$ cat src/hdl/isort_pkg.sv
// Shared types for the insertion sorter cell chain.
`timescale 1ns / 1ps
`default_nettype none
package isort_pkg;

    localparam int unsigned SAMPLE_W = 32;

    typedef logic signed [SAMPLE_W-1:0] t_sample;

    // Per-cycle command broadcast to every cell of the chain.
    typedef struct packed {
        logic insert;     // place the broadcast value in its ordered slot
        logic shift_out;  // advance every entry one cell toward the head
    } t_cell_ctrl;

endpackage
`default_nettype wire

$ cat src/hdl/isort_cell.sv
// One storage cell of the sorting chain: holds one entry and its occupancy bit.
`timescale 1ns / 1ps
`default_nettype none
module isort_cell (
    input  wire logic                 i_clk,
    input  wire logic                 i_rst_n,
    input  wire isort_pkg::t_cell_ctrl i_ctrl,
    input  wire isort_pkg::t_sample   i_new_value,
    input  wire isort_pkg::t_sample   i_left_value,
    input  wire logic                 i_left_valid,
    input  wire logic                 i_left_gt,
    input  wire isort_pkg::t_sample   i_right_value,
    input  wire logic                 i_right_valid,
    output      isort_pkg::t_sample   o_value,
    output      logic                 o_valid,
    output      logic                 o_gt
);
    import isort_pkg::*;

    t_sample r_value;
    t_sample n_value;
    logic    r_valid;
    logic    n_valid;

    // Strictly greater keeps equal values in arrival order.
    assign o_gt    = r_valid && (r_value > i_new_value);
    assign o_value = r_value;
    assign o_valid = r_valid;

    always_comb begin
        n_value = r_value;
        n_valid = r_valid;
        if (i_ctrl.shift_out) begin
            n_value = i_right_value;
            n_valid = i_right_valid;
        end else if (i_ctrl.insert) begin
            if (o_gt || !r_valid) begin
                n_value = i_left_gt ? i_left_value : i_new_value;
            end
            n_valid = r_valid || i_left_valid;
        end
    end

    always_ff @(posedge i_clk) begin
        r_value <= n_value;
        if (!i_rst_n) begin
            r_valid <= 1'b0;
        end else begin
            r_valid <= n_valid;
        end
    end

endmodule
`default_nettype wire

$ cat src/hdl/insertion_sorter_core.sv
// Top level of the streaming insertion sorter built on a chain of cells.
//
// Input channel (i_valid / o_ready): one signed 32-bit sample per transaction;
// i_end_of_set marks the last sample of a set. Every cell compares the
// sample with its entry in parallel and the chain opens a slot without a
// stall, so samples are taken one per cycle while a set is being collected.
// Once the chain holds CAPACITY entries, further samples are dropped and the
// overflow flag is raised for the set.
// Output channel (o_valid / i_ready): after the ending transaction the chain
// drains in ascending order from the head cell, one result per cycle while
// i_ready is high, the first appearing the cycle after the ending sample is
// taken. A set of N stored entries takes N result transactions; the final
// one is marked by o_final_result, and o_overflow_seen is high on all of
// them if a sample was dropped. The input is held off (o_ready low) while
// the chain drains. When the receiver stalls, the head entry simply holds
// on the output and nothing advances. Reset empties the chain and clears
// the overflow flag; no clearing pass is needed since each cell carries
// its own occupancy bit.
`timescale 1ns / 1ps
`default_nettype none
module insertion_sorter_core #(
    parameter int unsigned CAPACITY = 32
) (
    input  wire logic               i_clk,
    input  wire logic               i_rst_n,
    input  wire isort_pkg::t_sample i_sample_value,
    input  wire logic               i_end_of_set,
    input  wire logic               i_valid,
    output      logic               o_ready,
    output      isort_pkg::t_sample o_sorted_value,
    output      logic               o_final_result,
    output      logic               o_overflow_seen,
    output      logic               o_valid,
    input  wire logic               i_ready
);
    import isort_pkg::*;

    // Chain taps: occupancy, stored values and per-cell compare results.
    t_sample                w_value [CAPACITY];
    logic    [CAPACITY-1:0] w_valid;
    logic    [CAPACITY-1:0] w_gt;

    logic       r_draining;
    logic       n_draining;
    logic       r_dropped;
    logic       n_dropped;
    logic       w_in_fire;
    logic       w_out_fire;
    logic       w_full;
    t_cell_ctrl w_ctrl;

    // Occupancy is a thermometer from the head, so the tail bit means full.
    assign w_full     = w_valid[CAPACITY-1];
    assign w_in_fire  = i_valid && o_ready;
    assign w_out_fire = o_valid && i_ready;

    assign w_ctrl.insert    = w_in_fire && !w_full;
    assign w_ctrl.shift_out = w_out_fire;

    // Result comes straight off the head cell; the next cell tells whether
    // this is the last entry of the run.
    assign o_ready         = !r_draining;
    assign o_valid         = r_draining && w_valid[0];
    assign o_sorted_value  = w_value[0];
    assign o_final_result  = !w_valid[1];
    assign o_overflow_seen = r_dropped;

    for (genvar g = 0; g < CAPACITY; g++) begin : g_cell
        t_sample w_left_value;
        logic    w_left_valid;
        logic    w_left_gt;
        t_sample w_right_value;
        logic    w_right_valid;

        if (g == 0) begin : g_head
            // Head has an always-occupied, never-greater neighbor on its left.
            assign w_left_value = i_sample_value;
            assign w_left_valid = 1'b1;
            assign w_left_gt    = 1'b0;
        end else begin : g_body
            assign w_left_value = w_value[g-1];
            assign w_left_valid = w_valid[g-1];
            assign w_left_gt    = w_gt[g-1];
        end

        if (g == CAPACITY - 1) begin : g_tail
            assign w_right_value = '0;
            assign w_right_valid = 1'b0;
        end else begin : g_inner
            assign w_right_value = w_value[g+1];
            assign w_right_valid = w_valid[g+1];
        end

        isort_cell u_cell (
            .i_clk         (i_clk),
            .i_rst_n       (i_rst_n),
            .i_ctrl        (w_ctrl),
            .i_new_value   (i_sample_value),
            .i_left_value  (w_left_value),
            .i_left_valid  (w_left_valid),
            .i_left_gt     (w_left_gt),
            .i_right_value (w_right_value),
            .i_right_valid (w_right_valid),
            .o_value       (w_value[g]),
            .o_valid       (w_valid[g]),
            .o_gt          (w_gt[g])
        );
    end

    // Drain and overflow control: start on the ending transaction, stop on the final result.
    always_comb begin
        n_draining = r_draining;
        n_dropped  = r_dropped;
        if (w_in_fire) begin
            if (w_full) begin
                n_dropped = 1'b1;
            end
            if (i_end_of_set) begin
                n_draining = 1'b1;
            end
        end
        if (w_out_fire && o_final_result) begin
            n_draining = 1'b0;
            n_dropped  = 1'b0;
        end
    end

    always_ff @(posedge i_clk) begin
        if (!i_rst_n) begin
            r_draining <= 1'b0;
            r_dropped  <= 1'b0;
        end else begin
            r_draining <= n_draining;
            r_dropped  <= n_dropped;
        end
    end

`ifndef NO_ASSERTIONS
    // Occupied cells always form a contiguous run from the head.
    a_thermometer: assert property (@(posedge i_clk) disable iff (!i_rst_n)
        (w_valid & (w_valid + {{(CAPACITY-1){1'b0}}, 1'b1})) == '0)
        else $error("chain occupancy is not contiguous");

    // The final result empties the whole chain.
    a_final_empties: assert property (@(posedge i_clk) disable iff (!i_rst_n)
        (w_out_fire && o_final_result) |=> (w_valid == '0))
        else $error("entries left behind after the final result");

    // A drain never starts on an empty chain.
    a_drain_nonempty: assert property (@(posedge i_clk) disable iff (!i_rst_n)
        (w_in_fire && i_end_of_set) |=> o_valid)
        else $error("drain started with no entry stored");

    // A sample arriving at a full chain raises the overflow flag.
    a_drop_flag: assert property (@(posedge i_clk) disable iff (!i_rst_n)
        (w_in_fire && w_full) |=> r_dropped)
        else $error("dropped sample did not set the overflow flag");
`endif

endmodule
`default_nettype wire
$ cat config.mk
export PLATFORM = sky130hd
export DESIGN_NAME = insertion_sorter_core
export DESIGN_NICKNAME = d
export VERILOG_FILES = /design/src/hdl/isort_pkg.sv /design/src/hdl/isort_cell.sv /design/src/hdl/insertion_sorter_core.sv
export SDC_FILE = /design/constraint.sdc
export NUM_CORES = 2
export LEC_CHECK = 0
export BUFFER_PORTS_ARGS = -buffer_cell sky130_fd_sc_hd__buf_2
export CELL_PAD_IN_SITES_DETAIL_PLACEMENT = 0
export CELL_PAD_IN_SITES_GLOBAL_PLACEMENT = 2
export CORE_MARGIN = 2
export CORE_UTILIZATION = 35
export DETAILED_ROUTE_END_ITERATION = 10
export GPL_TIMING_DRIVEN = 0
export HOLD_SLACK_MARGIN = 0.08
export PLACE_DENSITY_LB_ADDON = 0.1
export SLEW_MARGIN = 40
export SYNTH_ARGS = -nofsm -noshare
export SYNTH_HDL_FRONTEND = slang
export SYNTH_SLANG_ARGS = --single-unit
$ cat constraint.sdc
create_clock -name i_clk -period 5.9 [get_ports i_clk]
set_input_delay 0.59 -clock i_clk [delete_from_list [all_inputs] [get_ports i_clk]]
set_output_delay 0.59 -clock i_clk [all_outputs]
set_load 0.01 [all_outputs]
Yosys cells after proc, flatten, opt, wreduce, memory -nomap -nowiden
Cells that the tools add are included.

cells by class
  $lt $le $gt $ge = 32
  mux-type cells = 186
  bitwise logic cells = 1
  reduce and logical (&&, ||, !) cells = 201

operator list
  kind                            number
  32-bit two-way mux              124
  32-bit greater-than comparator  32
  2-bit AND reduction             34
  2-bit nonzero test              32
  1-bit logical OR                63
  1-bit two-way mux               62
  1-bit logical AND               37
  1-bit logical NOT               33
  2-bit OR reduction              2
  1-bit inverter                  1

word-level totals
  register bits = 1,058
  input port bits = 37
  output and inout bits = 36
  logic and storage cells = 486

Depth between registers and ports, before layout
  depth in word-level cells = 6
  depth in mapped cells = 12
  depth with buffers taken out = 10

By module
A second synthesis with hierarchy kept.

second synthesis, totals
  cell total of the unflattened synthesis = 8,624
  area, all modules = 81,082.8 sq um

modules (own cells, without submodules)
  module                 instances  cells each  area each (sq um)
  isort_cell             32         269         2,529.9
  insertion_sorter_core  1          16          125.1

Worst setup path before layout
OpenSTA, ideal clock, no wires.

  path type = input to register
  start = input i_sample_value[31]
  end = register g_cell[29].u_cell.r_value[0], enable pin
  arrival = 5.106 ns
  data required time = 5.434 ns
  path slack = 0.328 ns
  stages on the path = 9
  path buffers = 0
  path through = inv_1 ha_1 nand4_1 nor4_4 o311ai_1 and3_4 and3_2 o31a_1 o21ai_0

between the ends
  longest elaborated chain between the ends = 5

ends and longest elaborated chain
  what                                  line                         RTL
  from (decl)                           insertion_sorter_core.sv:26  input wire isort_pkg::t_sample i_sample_value,
  32-bit greater-than comparator        isort_cell.sv:26             assign o_gt = r_valid && (r_value > i_new_value);
  1-bit logical AND                     isort_cell.sv:26
  1-bit logical OR                      isort_cell.sv:37             if (o_gt || !r_valid) begin
  2-bit nonzero test (no source line)   --
  2-bit AND reduction (no source line)  --
  to (signal assigned)                  isort_cell.sv:45             r_value <= n_value;
  to (decl)                             isort_cell.sv:20             t_sample r_value;

Every way passes these cells.
A chain may end at the register's enable or synchronous reset.

Worst setup path in the final report
  start = register g_cell[0].u_cell.r_valid
  end = register g_cell[9].u_cell.r_value[11], enable pin

between the ends
  longest elaborated chain between the ends = 4

ends and longest elaborated chain
  what                                      line                         RTL
  from (decl)                               isort_cell.sv:22             logic r_valid;
  from (signal assigned)                    isort_cell.sv:49             r_valid <= n_valid;
  1-bit logical AND (*)                     insertion_sorter_core.sv:63  assign o_valid = r_draining && w_valid[0];
  1-bit logical AND (*)                     insertion_sorter_core.sv:55  assign w_out_fire = o_valid && i_ready;
  2-bit nonzero test (no source line)       --
  2-bit AND reduction (no source line) (*)  --
  to (signal assigned)                      isort_cell.sv:45
  to (decl)                                 isort_cell.sv:20

Mark *: on every way between the ends. The rest lies on a longest branch, timed or not.

==> qor_table.md <==
| Step | Result | Value |
|:---|:---|:---|
| worst setup path | Worst-path cell chain | and2_1, nand2_1, clkbuf_2, clkbuf_1, clkbuf_4, o211ai_1, buf_2, buf_2, buf_2, buf_2, buf_2 |
| yosys | Area fraction in compound gates after synthesis | 17.8% |
| yosys | Dominant combinational cell family by area after synthesis | compound AO/OA/AOI/OAI gates |
| placement | IO Port Bufs | 72 |
| yosys | Most frequent cells after synthesis | sky130_fd_sc_hd__nand2_1, sky130_fd_sc_hd__nand3_1, sky130_fd_sc_hd__edfxtp_1, sky130_fd_sc_hd__ha_1, sky130_fd_sc_hd__o211ai_1 |
| power and ir drop | Power per standard cell area | 306 nW/um2 |
| global routing | GRT Resource Usage Total | 32.5% |
| worst setup path | CP max stage cell | sky130_fd_sc_hd__dfxtp_1 |
| yosys | Post-Synth Simple-Gate Area | 17.4% |
| power and ir drop | Leak Pwr | 30.1 nW |
| power and ir drop | Total Power | 0.0258 W |
| route | Residual DRC count | 0 |
| yosys | Post-synthesis mux area share | 1.65% |
| yosys | Net Count, Synth | 8,530 |
| yosys | Warning count from the yosys run | 0 |
| worst setup path | Worst setup path class | reg -> reg |
| worst setup path | Max incr delay on CP | 820 ps |
| timing | Part of the cycle the worst path needs | 81.2% |
| die | Vertical die dimension | 462 um |
| yosys | XOR/XNOR Fraction of Synth Area | 0.287% |
| worst setup path | Critical Path Start Type | register |
| yosys | Avg Inst Size Synth | 9.78 um2 |
| worst setup path | Critical path endpoint category | register |
| clock tree | Clock tree from TritonCTS | yes |
| timing | Worst Skew | 34.2 ps |
| yosys | Synth async-reset ratio | 0% |
| power and ir drop | Maximum VDD drop | 0.000361 V |
| finish | Share of post-route cells with drive strength above 1 | 8.32% |
| route | Routed vias | 66,438 |
| timing | Fin crit period | 4790 ps |
| worst setup path | Most used cell, CP | sky130_fd_sc_hd__buf_2 |
| route | WL/cell | 32.9 um |
| clock tree | Post-CTS setup buffers | 0 |
| die | FP Rows | 168 |
| route | Number of iterations in the first detailed-routing pass | 6 |
| yosys | Sequential cell area fraction in the yosys report | 42.4% |
| worst setup path | Required time at the endpoint of the critical path | 6400 ps |
| yosys | Adder-cell share of the synthesized area | 16.9% |
| die | DIE AREA | 213,000 um2 |
| worst setup path | Biggest fanout along the worst timing path | 10 |
| timing | Worst relative slew slack | 39.0% |
| finish | Post-Layout Cell Count | 10,734 |
| worst setup path | Largest delay share family, worst path | buffers and inverters |
| yosys | Post-Syn Instances | 7,501 |
| yosys | Library cell with the largest summed area after synthesis | sky130_fd_sc_hd__edfxtp_1 |
| worst setup path | Critical path arrival | 5290 ps |
| yosys | Top post-synthesis cells by area | sky130_fd_sc_hd__edfxtp_1, sky130_fd_sc_hd__ha_1, sky130_fd_sc_hd__o211ai_1 |
| yosys | Yosys cell types | 74 |
| clock tree | Number of buffers added to fix hold violations after cts | 3 |
| clock tree | Num Clock Sinks | 1,058 |
| die | Placeable core region | 209,000 um2 |
| clock tree | Root cell of the clock tree | sky130_fd_sc_hd__clkbuf_16 |
| route | Number of DRC markers after the initial detailed-route iteration | 6,546 |
| finish | Layout Nets | 8,839 |
| global routing | Total overflow reported by the global router | 0 |
| yosys | Leading cell type by number of instances after synthesis | sky130_fd_sc_hd__nand2_1 |
| clock tree | Clock-pin transition on the worst setup and hold timing paths | 60 ps |
| clock tree | Insertion delay to the later sink of the worst-skew pair | 810 ps |
| global routing | Number of antenna violations at the first check in global routing | 14 |
| clock tree | H-Tree Depth | 4 |
| yosys | Fraction of synthesized cell area taken by the top area cell type | 40.6% |
| die | Initial Util | 35.1% |
| yosys | #FFs+latches synth | 1,058 |
| timing | Unrepaired setup endpoints after global routing | no |
| finish | Number of filler cells placed in the layout | 21,009 |
| yosys | Predominant post-synthesis flop cell | sky130_fd_sc_hd__edfxtp_1 |
| worst setup path | Count of cell instances traversed by the critical path | 11 |
| placement | Detailed placement HPWL | 284,000 um |
| run status | Status | finished, final reports clean |
| clock tree | Post-cts sizing count | 0 |
| clock tree | Number of buffers inserted during clock tree synthesis | 141 |
| finish | Layout-stage area growth over the synthesis result | 14.8% |
| die | I/O pin total | 73 |
| route | Count of antenna-violating nets left after detailed routing | 0 |
| global routing | Wire length of the first global-routing pass | 493,000 um |
| timing | Max Freq | 209 MHz |
| global routing | Maximum number of pins on one net before global-route repair | 33 |
| worst setup path | Depth of the most critical reg-to-reg path | 11 |
| clock tree | Clock buffer depth | 3 |
| yosys | Syn Std Cell Area | 73,300 um2 |
| route | Ratio of routed vias to standard cells | 6.19 |
| timing | Hold violation total from the final report | 0 |
| timing | Fin worst setup slack | 1110 ps |
| placement | DP Worst Slack | 650 ps |
| hold path | Worst min-delay path class | in -> reg |
| timing | Actual slew at the worst max-slew pin | 914 ps |
| job | MaxCap Viol Count | 0 |
| placement | Cell count after placement | 10,469 |
| timing | Max-slew violation count | 0 |
| global routing | Vias in the first global route | 65,326 |
| yosys | Post-synth EDFFs | 992 |
| timing | Final-layout setup total negative slack | 0 ps |
| placement | Routability congestion estimate | 0.915 |
| worst setup path | Number of buffer and inverter stages on the critical path | 8 |
| hold path | Hold depth | 3 |
| route | Post-Route WL | 353,000 um |
| die | Die width | 462 um |
| timing | Number of setup violations in the final report | 0 |
==> placed cells by master, fill, tap and decap left out, types with 20 or more instances in the layout <==
cell type                   instances
sky130_fd_sc_hd__nor3_1            57
sky130_fd_sc_hd__clkinv_2          22
sky130_fd_sc_hd__buf_8             44
sky130_fd_sc_hd__dfxtp_1           66
sky130_fd_sc_hd__nand4_1          197
sky130_fd_sc_hd__a2111o_1          30
sky130_fd_sc_hd__clkinv_1          20
sky130_fd_sc_hd__a221oi_1          20
sky130_fd_sc_hd__nand2b_1          31
sky130_fd_sc_hd__inv_1             69
sky130_fd_sc_hd__mux2i_1           95
sky130_fd_sc_hd__nor2b_1           50
sky130_fd_sc_hd__o221ai_1          27
sky130_fd_sc_hd__a21o_1            80
sky130_fd_sc_hd__mux2i_2           22
sky130_fd_sc_hd__clkbuf_2         100
sky130_fd_sc_hd__or3_1             33
sky130_fd_sc_hd__edfxtp_1         992
sky130_fd_sc_hd__nand2_1         1239
sky130_fd_sc_hd__inv_4             20
sky130_fd_sc_hd__buf_6             20
sky130_fd_sc_hd__clkbuf_16        150
sky130_fd_sc_hd__a21oi_1          456
sky130_fd_sc_hd__nand3_1         1019
sky130_fd_sc_hd__ha_1             992
sky130_fd_sc_hd__o21a_1            48
sky130_fd_sc_hd__clkbuf_1         357
sky130_fd_sc_hd__o221ai_4          24
sky130_fd_sc_hd__o21ai_1           60
sky130_fd_sc_hd__o21ai_0          112
sky130_fd_sc_hd__xnor2_1           24
sky130_fd_sc_hd__buf_1             33
sky130_fd_sc_hd__nor2_1           105
sky130_fd_sc_hd__o211ai_1         901
sky130_fd_sc_hd__buf_2            123
sky130_fd_sc_hd__buf_12            35
==> where the power goes <==
part / leakage (nW) / internal (W) / total [W] / switching (W)
Combinational: 17.6 / 0.00214 / 0.00577 / 0.00363
Clock: 2.25 / 0.00520 / 0.00887 / 0.00367
Sequential: 10.3 / 0.00974 / 0.0111 / 0.00139
==> cell families after synthesis <==
group | Yosys count
xor gates and xnor gates | 24
and+or+nand+nor | 2785
muxes | 120
AOI/OAI and AO/OA | 1896
adders and majority gates | 992
DFF | 1058
buffers and inverters | 626
==> layer usage <==
metal  global-route usage, %  wire (um)  up-vias
li1                        -          -    29797
met1                    42.6     151000    33434
met2                    53.2     163000     2549
met3                    3.90      19300      656
met4                    15.4      19100        2
met5                       0         13        -
==> final cells by class <==
class	instances	area (um2)	area share (%)
Timing Repair Buffer	166	1870	2.22
Sequential cell	1058	31100	36.9
Clock buffer	182	3880	4.61
Tap cell	2805	3510	4.17
Multi-Input combinational cell	5817	40300	47.9
Inverter	100	480	0.571
Antenna cell	11	27.5	0.0327
Buffer	526	2330	2.77
Clock inverter	69	696	0.826
==> worst min-delay path, delay by kind of cell <==
family	cells	cell delay, ps
buffers and inverters	1	220
AOI/OAI and AO/OA	1	60
muxes	1	180
==> metrics by stage <==
| stage | hold WS, ps | util, % | cell area [um2] |
|---|---|---|---|
| 2_1_floorplan | 425 | - | 73300 |
| 3_3_place_gp | 436 | 37.0 | 77200 |
| 3_5_place_dp | 441 | 38.1 | 79500 |
| 4_1_cts | 259 | 40.3 | 84200 |
| 5_1_grt | 269 | 40.3 | 84200 |
| 6_report | 311 | 40.3 | 84200 |
==> worst paths after layout <==
kind                                                            startpoint                                         end  slack [ps]
worst max-delay path                 g_cell[0].u_cell.o_valid$_SDFFE_PN0P_      g_cell[9].u_cell.o_value[11]$_DFFE_PP_        1110
worst min-delay path                                    i_sample_value[27]  g_cell[31].u_cell.o_value[27]$_SDFFE_PP0P_         310
worst max register to register       g_cell[0].u_cell.o_valid$_SDFFE_PN0P_      g_cell[9].u_cell.o_value[11]$_DFFE_PP_        1110
worst min register to register  g_cell[31].u_cell.o_value[13]$_SDFFE_PP0P_  g_cell[31].u_cell.o_value[13]$_SDFFE_PP0P_         450
==> state kept, by name (all words and copies together) (netlist names) <==
name                   count
r_draining                 1
o_overflow_seen            1
g_cell.u_cell.o_value   1024
g_cell.u_cell.o_valid     32
Note: power is estimated with default switching activity, not from simulation.
